[config.mk]
export PLATFORM = sky130hd
export DESIGN_NAME = archive_stream_unpacker_unit
export DESIGN_NICKNAME = d
export VERILOG_FILES = /design/src/rtl/asu_pkg.sv /design/src/rtl/asu_in_reg.sv /design/src/rtl/asu_parser.sv /design/src/rtl/archive_stream_unpacker_unit.sv
export VERILOG_INCLUDE_DIRS = /design/src /design/src/rtl
export SDC_FILE = /design/constraint.sdc
export NUM_CORES = 1
export LEC_CHECK = 0
export ABC_AREA = 1
export BUFFER_PORTS_ARGS = -buffer_cell sky130_fd_sc_hd__buf_2
export CORE_ASPECT_RATIO = 1.1
export CORE_MARGIN = 1.5
export CORE_UTILIZATION = 40
export CTS_CLUSTER_SIZE = 14
export DETAILED_ROUTE_END_ITERATION = 16
export GPL_TIMING_DRIVEN = 0
export SYNTH_ARGS = -nofsm -noshare
export SYNTH_HDL_FRONTEND = slang
export SYNTH_SLANG_ARGS = --single-unit
[constraint.sdc]
create_clock -name aclk -period 7 [get_ports aclk]
set_clock_uncertainty 0.1 [all_clocks]
set_input_delay 0.7 -clock aclk [delete_from_list [all_inputs] [get_ports aclk]]
set_output_delay 0.7 -clock aclk [all_outputs]
set_load 0.01 [all_outputs]
[src/rtl/archive_stream_unpacker_unit_macros.svh]
// ----------------------------------------------------------------------------
// Archive stream unpacker assertion macros
// Shared concurrent assertion forms for the unpacker RTL.
// ----------------------------------------------------------------------------
`ifndef ARCHIVE_STREAM_UNPACKER_UNIT_MACROS_SVH
`define ARCHIVE_STREAM_UNPACKER_UNIT_MACROS_SVH

// check cons in the same cycle as ante
`define ASU_ASSERT_SAME(label, clk, rstn, ante, cons, msg) \
    label: assert property (@(posedge clk) disable iff (!(rstn)) (ante) |-> (cons)) \
        else $error(msg);

// check cons in the cycle after ante
`define ASU_ASSERT_NEXT(label, clk, rstn, ante, cons, msg) \
    label: assert property (@(posedge clk) disable iff (!(rstn)) (ante) |=> (cons)) \
        else $error(msg);

`endif

[src/rtl/asu_pkg.sv]
// ----------------------------------------------------------------------------
// Archive stream unpacker package
// Request and result types, byte roles and field lengths.
// ----------------------------------------------------------------------------
package asu_pkg;

    typedef struct packed {
        logic [7:0] byte_value;
        logic       is_last;
    } asu_in_t;

    typedef struct packed {
        logic [7:0]  out_byte;
        logic [2:0]  byte_role;
        logic [31:0] entry_number;
        logic        entry_done;
        logic        stream_truncated;
    } asu_out_t;

    localparam logic [2:0] ROLE_COUNT = 3'd0;
    localparam logic [2:0] ROLE_PLEN  = 3'd1;
    localparam logic [2:0] ROLE_PATH  = 3'd2;
    localparam logic [2:0] ROLE_SIZE  = 3'd3;
    localparam logic [2:0] ROLE_DATA  = 3'd4;
    localparam logic [2:0] ROLE_TRAIL = 3'd5;

    localparam logic [3:0] HDR_BYTES  = 4'd4;
    localparam logic [3:0] PLEN_BYTES = 4'd2;
    localparam logic [3:0] SIZE_BYTES = 4'd8;

endpackage

[src/rtl/asu_in_reg.sv]
// ----------------------------------------------------------------------------
// Archive stream unpacker input register
// Holds one request until the parser takes it; refills in the same cycle.
// ----------------------------------------------------------------------------
module asu_in_reg
    import asu_pkg::*;
(
    input  logic    aclk,
    input  logic    aresetn,
    input  logic    s_valid,
    output logic    s_ready,
    input  asu_in_t s_data,
    input  logic    take,
    output logic    item_valid,
    output asu_in_t item
);

    logic    valid_reg;
    logic    valid_next;
    asu_in_t data_reg;

    assign s_ready    = !valid_reg || take;
    assign item_valid = valid_reg;
    assign item       = data_reg;

    always_comb begin
        valid_next = valid_reg;
        if (s_valid && s_ready) begin
            valid_next = 1'b1;
        end else if (take) begin
            valid_next = 1'b0;
        end
    end

    always_ff @(posedge aclk) begin
        if (!aresetn) begin
            valid_reg <= 1'b0;
        end else begin
            valid_reg <= valid_next;
        end
    end

    always_ff @(posedge aclk) begin
        if (s_valid && s_ready) begin
            data_reg <= s_data;
        end
    end

endmodule

[src/rtl/asu_parser.sv]
// ----------------------------------------------------------------------------
// Archive stream unpacker parser
// Stream state and the per-byte tagging and counter update.
// ----------------------------------------------------------------------------
`include "archive_stream_unpacker_unit_macros.svh"

module asu_parser
    import asu_pkg::*;
(
    input  logic     aclk,
    input  logic     aresetn,
    input  logic     step_en,
    input  asu_in_t  item,
    output asu_out_t result
);

    typedef enum logic [2:0] {
        PH_COUNT = 3'd0,
        PH_PLEN  = 3'd1,
        PH_PATH  = 3'd2,
        PH_SIZE  = 3'd3,
        PH_DATA  = 3'd4,
        PH_TRAIL = 3'd5
    } phase_t;

    phase_t      phase_reg,   phase_next;
    logic [3:0]  fbc_reg,     fbc_next;
    logic [31:0] entries_reg, entries_next;
    logic [15:0] path_reg,    path_next;
    logic [63:0] data_reg,    data_next;
    logic [31:0] cur_reg,     cur_next;

    logic [3:0]  fbc_inc;
    logic [31:0] entries_dec;
    logic [15:0] path_dec;
    logic [63:0] data_dec;
    logic [2:0]  role;
    logic        done;
    logic        trunc;

    always_comb begin
        phase_next   = phase_reg;
        fbc_next     = fbc_reg;
        entries_next = entries_reg;
        path_next    = path_reg;
        data_next    = data_reg;
        cur_next     = cur_reg;
        fbc_inc      = fbc_reg + 4'd1;
        entries_dec  = entries_reg - 32'd1;
        path_dec     = path_reg - 16'd1;
        data_dec     = data_reg - 64'd1;
        role         = ROLE_TRAIL;
        done         = 1'b0;
        trunc        = 1'b0;

        unique case (phase_reg)
            PH_COUNT: begin
                role         = ROLE_COUNT;
                entries_next = {entries_reg[23:0], item.byte_value};
                fbc_next     = fbc_inc;
                if (fbc_inc >= HDR_BYTES) begin
                    fbc_next   = 4'd0;
                    phase_next = (entries_next != 32'd0) ? PH_PLEN : PH_TRAIL;
                end
            end
            PH_PLEN: begin
                role      = ROLE_PLEN;
                path_next = {path_reg[7:0], item.byte_value};
                fbc_next  = fbc_inc;
                if (fbc_inc >= PLEN_BYTES) begin
                    fbc_next   = 4'd0;
                    phase_next = (path_next != 16'd0) ? PH_PATH : PH_SIZE;
                end
            end
            PH_PATH: begin
                role      = ROLE_PATH;
                path_next = path_dec;
                if (path_dec == 16'd0) begin
                    phase_next = PH_SIZE;
                end
            end
            PH_SIZE: begin
                role      = ROLE_SIZE;
                data_next = {data_reg[55:0], item.byte_value};
                fbc_next  = fbc_inc;
                if (fbc_inc >= SIZE_BYTES) begin
                    fbc_next = 4'd0;
                    if (data_next != 64'd0) begin
                        phase_next = PH_DATA;
                    end else begin
                        done         = 1'b1;
                        entries_next = entries_dec;
                        cur_next     = cur_reg + 32'd1;
                        phase_next   = (entries_dec != 32'd0) ? PH_PLEN : PH_TRAIL;
                    end
                end
            end
            PH_DATA: begin
                role      = ROLE_DATA;
                data_next = data_dec;
                if (data_dec == 64'd0) begin
                    done         = 1'b1;
                    entries_next = entries_dec;
                    cur_next     = cur_reg + 32'd1;
                    phase_next   = (entries_dec != 32'd0) ? PH_PLEN : PH_TRAIL;
                end
            end
            PH_TRAIL: begin
                role = ROLE_TRAIL;
            end
            default: begin
                role = ROLE_TRAIL;
            end
        endcase

        if (item.is_last) begin
            // flag a header or entry left open, then restart the stream
            trunc = (phase_next == PH_COUNT) ||
                    (((phase_next == PH_PLEN) || (phase_next == PH_PATH) ||
                      (phase_next == PH_SIZE) || (phase_next == PH_DATA)) &&
                     !((phase_next == PH_PLEN) && (fbc_next == 4'd0)));
            phase_next   = PH_COUNT;
            fbc_next     = 4'd0;
            entries_next = 32'd0;
            path_next    = 16'd0;
            data_next    = 64'd0;
            cur_next     = 32'd0;
        end
    end

    assign result.out_byte         = item.byte_value;
    assign result.byte_role        = role;
    assign result.entry_number     = cur_reg;
    assign result.entry_done       = done;
    assign result.stream_truncated = trunc;

    always_ff @(posedge aclk) begin
        if (!aresetn) begin
            phase_reg   <= PH_COUNT;
            fbc_reg     <= 4'd0;
            entries_reg <= 32'd0;
            path_reg    <= 16'd0;
            data_reg    <= 64'd0;
            cur_reg     <= 32'd0;
        end else if (step_en) begin
            phase_reg   <= phase_next;
            fbc_reg     <= fbc_next;
            entries_reg <= entries_next;
            path_reg    <= path_next;
            data_reg    <= data_next;
            cur_reg     <= cur_next;
        end
    end

    `ASU_ASSERT_SAME(a_done_role, aclk, aresetn, step_en && result.entry_done, (result.byte_role == ROLE_SIZE) || (result.byte_role == ROLE_DATA), "entry done outside size or data byte")
    `ASU_ASSERT_SAME(a_trunc_last, aclk, aresetn, step_en && result.stream_truncated, item.is_last, "truncation flagged before end of stream")
    `ASU_ASSERT_NEXT(a_last_restart, aclk, aresetn, step_en && item.is_last, (phase_reg == PH_COUNT) && (fbc_reg == 4'd0) && (entries_reg == 32'd0) && (cur_reg == 32'd0), "stream state not cleared after last byte")
    `ASU_ASSERT_SAME(a_trail_empty, aclk, aresetn, phase_reg == PH_TRAIL, entries_reg == 32'd0, "trailing phase with entries still declared")

endmodule

[src/rtl/archive_stream_unpacker_unit.sv]
// ----------------------------------------------------------------------------
// Archive stream unpacker
// Byte-serial parser that tags each archive byte with role and entry number.
// ----------------------------------------------------------------------------
// Takes one stream byte per cycle and returns one tagged result per byte, in
// order. A byte passes through an input register, the parser updates its
// counters as the byte moves on, and the tagged result sits in an output
// register: an accepted request waits in the input register until the output
// register is free or being drained, and its result is then loaded into it.
// Sustained throughput is one byte per clock while results are taken, set by
// the counter update loop (the 64-bit data size decrement and zero compare). A
// result waiting at the output stalls the parser; the input register then
// takes one more request and s_ready drops until the result is taken.
module archive_stream_unpacker_unit
    import asu_pkg::*;
(
    input  logic     aclk,
    input  logic     aresetn,
    input  logic     s_valid,
    output logic     s_ready,
    input  asu_in_t  s_data,
    output logic     m_valid,
    input  logic     m_ready,
    output asu_out_t m_data
);

    logic     item_valid;
    asu_in_t  item;
    logic     take;
    asu_out_t result;
    logic     m_valid_reg;
    logic     m_valid_next;
    asu_out_t m_data_reg;

    // advance when the output register is free or being drained
    assign take = item_valid && (!m_valid_reg || m_ready);

    asu_in_reg u_in_reg (
        .aclk       (aclk),
        .aresetn    (aresetn),
        .s_valid    (s_valid),
        .s_ready    (s_ready),
        .s_data     (s_data),
        .take       (take),
        .item_valid (item_valid),
        .item       (item)
    );

    asu_parser u_parser (
        .aclk    (aclk),
        .aresetn (aresetn),
        .step_en (take),
        .item    (item),
        .result  (result)
    );

    always_comb begin
        m_valid_next = m_valid_reg;
        if (take) begin
            m_valid_next = 1'b1;
        end else if (m_ready) begin
            m_valid_next = 1'b0;
        end
    end

    always_ff @(posedge aclk) begin
        if (!aresetn) begin
            m_valid_reg <= 1'b0;
        end else begin
            m_valid_reg <= m_valid_next;
        end
    end

    always_ff @(posedge aclk) begin
        if (take) begin
            m_data_reg <= result;
        end
    end

    assign m_valid = m_valid_reg;
    assign m_data  = m_data_reg;

endmodule

==> results.json <==
{
  "clk_path_buf_depth": 3,
  "worst-r2r-setup-slack_ns": 3.12,
  "power.density_mw_per_mm2": 206.8,
  "cts_hold_buf": 0,
  "setup_ws_ns": 3.123,
  "netlist_area_mm2": 0.01298,
  "final_max_slew_viol_count": 0,
  "largest_register_ffs": 64,
  "fin_setup_tns_ns": 0,
  "num-nets-final": 2113,
  "period_minus_slack_ns": 3.877,
  "synth_nets": 2027,
  "cts_max_level": 1,
  "numCtsBuffers": 25,
  "vias_per_cell": 5.318,
  "cellLeakagePower_nw": 6.022,
  "cts-root-buf": "clkbuf_16",
  "rsz0062_at_grt": "no",
  "cts_resized": 0,
  "max_freq_ghz": 0.2579,
  "drt_pass1_iterations": 5,
  "ys_seq_area_share_pct": 36.09,
  "hold_viol": 0,
  "hold_path_class": "input port to flop",
  "status": "completed",
  "grt_usage_pct": 26.05,
  "min_to": "u_in_reg.item[7]",
  "drive_above_1_share_pct": 6.689,
  "yosysWarnings": 0,
  "maxCapViolations": 0,
  "area_growth_pct": 12.49,
  "finalSetupViolations": 0,
  "drt_iter0_markers": 1131,
  "die_w_um": 174.8,
  "post_cts_buffers": 0,
  "ys_ff_latch": 207,
  "start_util_pct": 40.42,
  "worstPathArrival_ns": 4.21,
  "ir_worst_vdd_v": 0.0001730,
  "crit_required_ns": 7.33,
  "grt_overflow": 0,
  "post-route-util_pct": 45.47,
  "timing.final.crit_share_pct": 55.39,
  "r2r_end": "u_parser.entries_reg[16]",
  "synth-edff-count": 54,
  "synth_top_family_by_area": "simple AND/OR/NAND/NOR gates",
  "clock-sinks": 207,
  "final_cell_mix": "532 x nand2_1, 387 x nor2_1, 160 x inv_1",
  "gp_congestion": 0.9657,
  "synth_area_leaders": "dfxtp_1 24%, nand2_1 15%, edfxtp_1 12%, nor2_1 11%, a21oi_1 6.1%",
  "clk_pin_slew_ns": 0.06,
  "crit_path_end_kind": "flop",
  "synth_xor_area_share_pct": 5.398,
  "reg2reg_from": "u_parser.data_reg[0]",
  "synth-compound-area-share_pct": 14.04,
  "io_pins": 60,
  "place_hpwl_um": 33720,
  "worst_pin_slew_ns": 0.8304,
  "postSynthAreaPerCell_um2": 6.477,
  "hold_path_depth": 1,
  "drtAntennaViolNets": 0,
  "synth_cell_types": 44,
  "worstSkewPairLatency_ns": 0.55,
  "place_ws_ns": 3.231,
  "yosysTopAreaCell": "dfxtp_1",
  "synth_top_cell_area_share_pct": 23.60,
  "synth-simple-area-share_pct": 36.31,
  "tritoncts": "built",
  "syn_inst": 2004,
  "hold_start": "s_data[7]",
  "wl_um": 43980,
  "critPathMaxFanout": 10,
  "portBuffers": 58,
  "relSlewSlack_pct": 44.64,
  "rows": 69,
  "wire_per_inst_um": 17.35,
  "die_area_mm2": 0.03354,
  "start_kind": "flop",
  "crit_type": "flop to flop",
  "vias": 13480,
  "grt_pass1_vias": 12730,
  "synthArstFlopShare_pct": 0,
  "grt_max_degree": 39,
  "synthFlopType": "dfxtp_1",
  "reg2regPathDepth": 19,
  "synth_mux_area_share_pct": 0,
  "mostFrequentLayoutCell": "nand2_1",
  "grt_pass1_wl_um": 69270,
  "yosys.area_share.adder_pct": 0.9639,
  "grt_antenna_before_repair": 3,
  "core-area_mm2": 0.03212,
  "die_h_um": 191.9,
  "drc": 0,
  "n_fill_cell": 3451
}
metal layers:
metal | share of wire, % | wire (um) | up-vias | track usage, %
met5 | 0.045 | 20 | - | 0
met4 | 2.1 | 943 | 4 | 7.857
met3 | 7.0 | 3080 | 74 | 4.315
met2 | 44 | 19330 | 496 | 41.39
met1 | 47 | 20600 | 6188 | 36.16
li1 | - | - | 6720 | -
Yosys cell counts (11+ instances only):
| library cell | n |
|---|---|
| clkbuf_1 | 58 |
| nand3b_1 | 13 |
| edfxtp_1 | 54 |
| o211ai_1 | 41 |
| o21ai_0 | 91 |
| a21oi_1 | 158 |
| o21ai_1 | 12 |
| xnor2_1 | 20 |
| nand4_1 | 25 |
| nand2_1 | 532 |
| nor2_1 | 387 |
| xor2_1 | 60 |
| nor3_1 | 27 |
| dfxtp_1 | 153 |
| o22ai_1 | 24 |
| nand3_1 | 101 |
| nor2_2 | 11 |
| inv_1 | 161 |
worst max path at each step:
stage	endpoint	slack (ns)	startpoint	cells after the start
after floorplan	u_parser.data_reg[54]	3.88	m_ready	11
after global placement	u_parser.data_reg[62]	2.12	m_ready	12
after detailed placement	u_parser.entries_reg[16]	3.23	u_parser.data_reg[0]	19
after CTS	u_parser.entries_reg[16]	3.22	u_parser.data_reg[0]	19
after global routing	u_parser.entries_reg[16]	2.94	u_parser.data_reg[0]	19
final	u_parser.entries_reg[16]	3.12	u_parser.data_reg[0]	19
report_power, final:
part	switching (mW)	internal [mW]	leakage (nW)
Sequential	0.0314	1.26	1.73
Combinational	0.331	0.140	3.92
Clock	0.530	0.727	0.368
Total	0.892	2.13	6.02
through the flow:
stage / std cells / hold slack (ns) / total power [mW] / instance area [um2]
floorplan: 2004 / 0.3305 / 1.632 / 12980
global placement: 2488 / 0.3533 / 1.777 / 13800
detailed placement: 2489 / 0.3632 / 1.779 / 13820
CTS: 2534 / 0.2086 / 3.037 / 14600
global route: 2534 / 0.2175 / 3.149 / 14600
finish: 2535 / 0.2250 / 3.020 / 14600
layout make-up:
cell class / instances / area (um2) / area share, %
multi-input combinational: 1558 / 7362 / 50.42
sequential: 207 / 4684 / 32.08
clock buffer: 37 / 700.7 / 4.799
inverter: 167 / 628.1 / 4.302
tap: 426 / 533.0 / 3.650
timing repair buffer: 59 / 310.3 / 2.125
buffer: 72 / 305.3 / 2.091
clock inverter: 8 / 75.07 / 0.5141
antenna: 1 / 2.502 / 0.01714
worst max-delay path: stages (launching register included):
cell	delay (ns)
dfxtp_1	0.32
buf_2	0.19
inv_1	0.15
ha_1	0.26
nand2_4	0.13
nor2_8	0.20
nand2_1	0.17
nor2_4	0.32
nand3_1	0.14
xor2_1	0.24
nand2_1	0.07
nor2_1	0.18
nand2_1	0.07
nor2_1	0.26
nand2_1	0.13
nand3_2	0.18
nand2_2	0.14
buf_2	0.22
o21ai_0	0.22
nor2_1	0.06
cells by family (layout without fill, tap and decap cells):
kind of cell | Yosys count | count (layout)
flip-flops | 207 | 207
XOR/XNOR | 80 | 80
AND/OR/NAND/NOR | 1135 | 1135
buffers and inverters | 239 | 343
adder cells (fa/ha/maj) | 10 | 10
other | 0 | 1
AO/OA/AOI/OAI | 333 | 333
No activity file was read; power rests on OpenSTA's default activity.
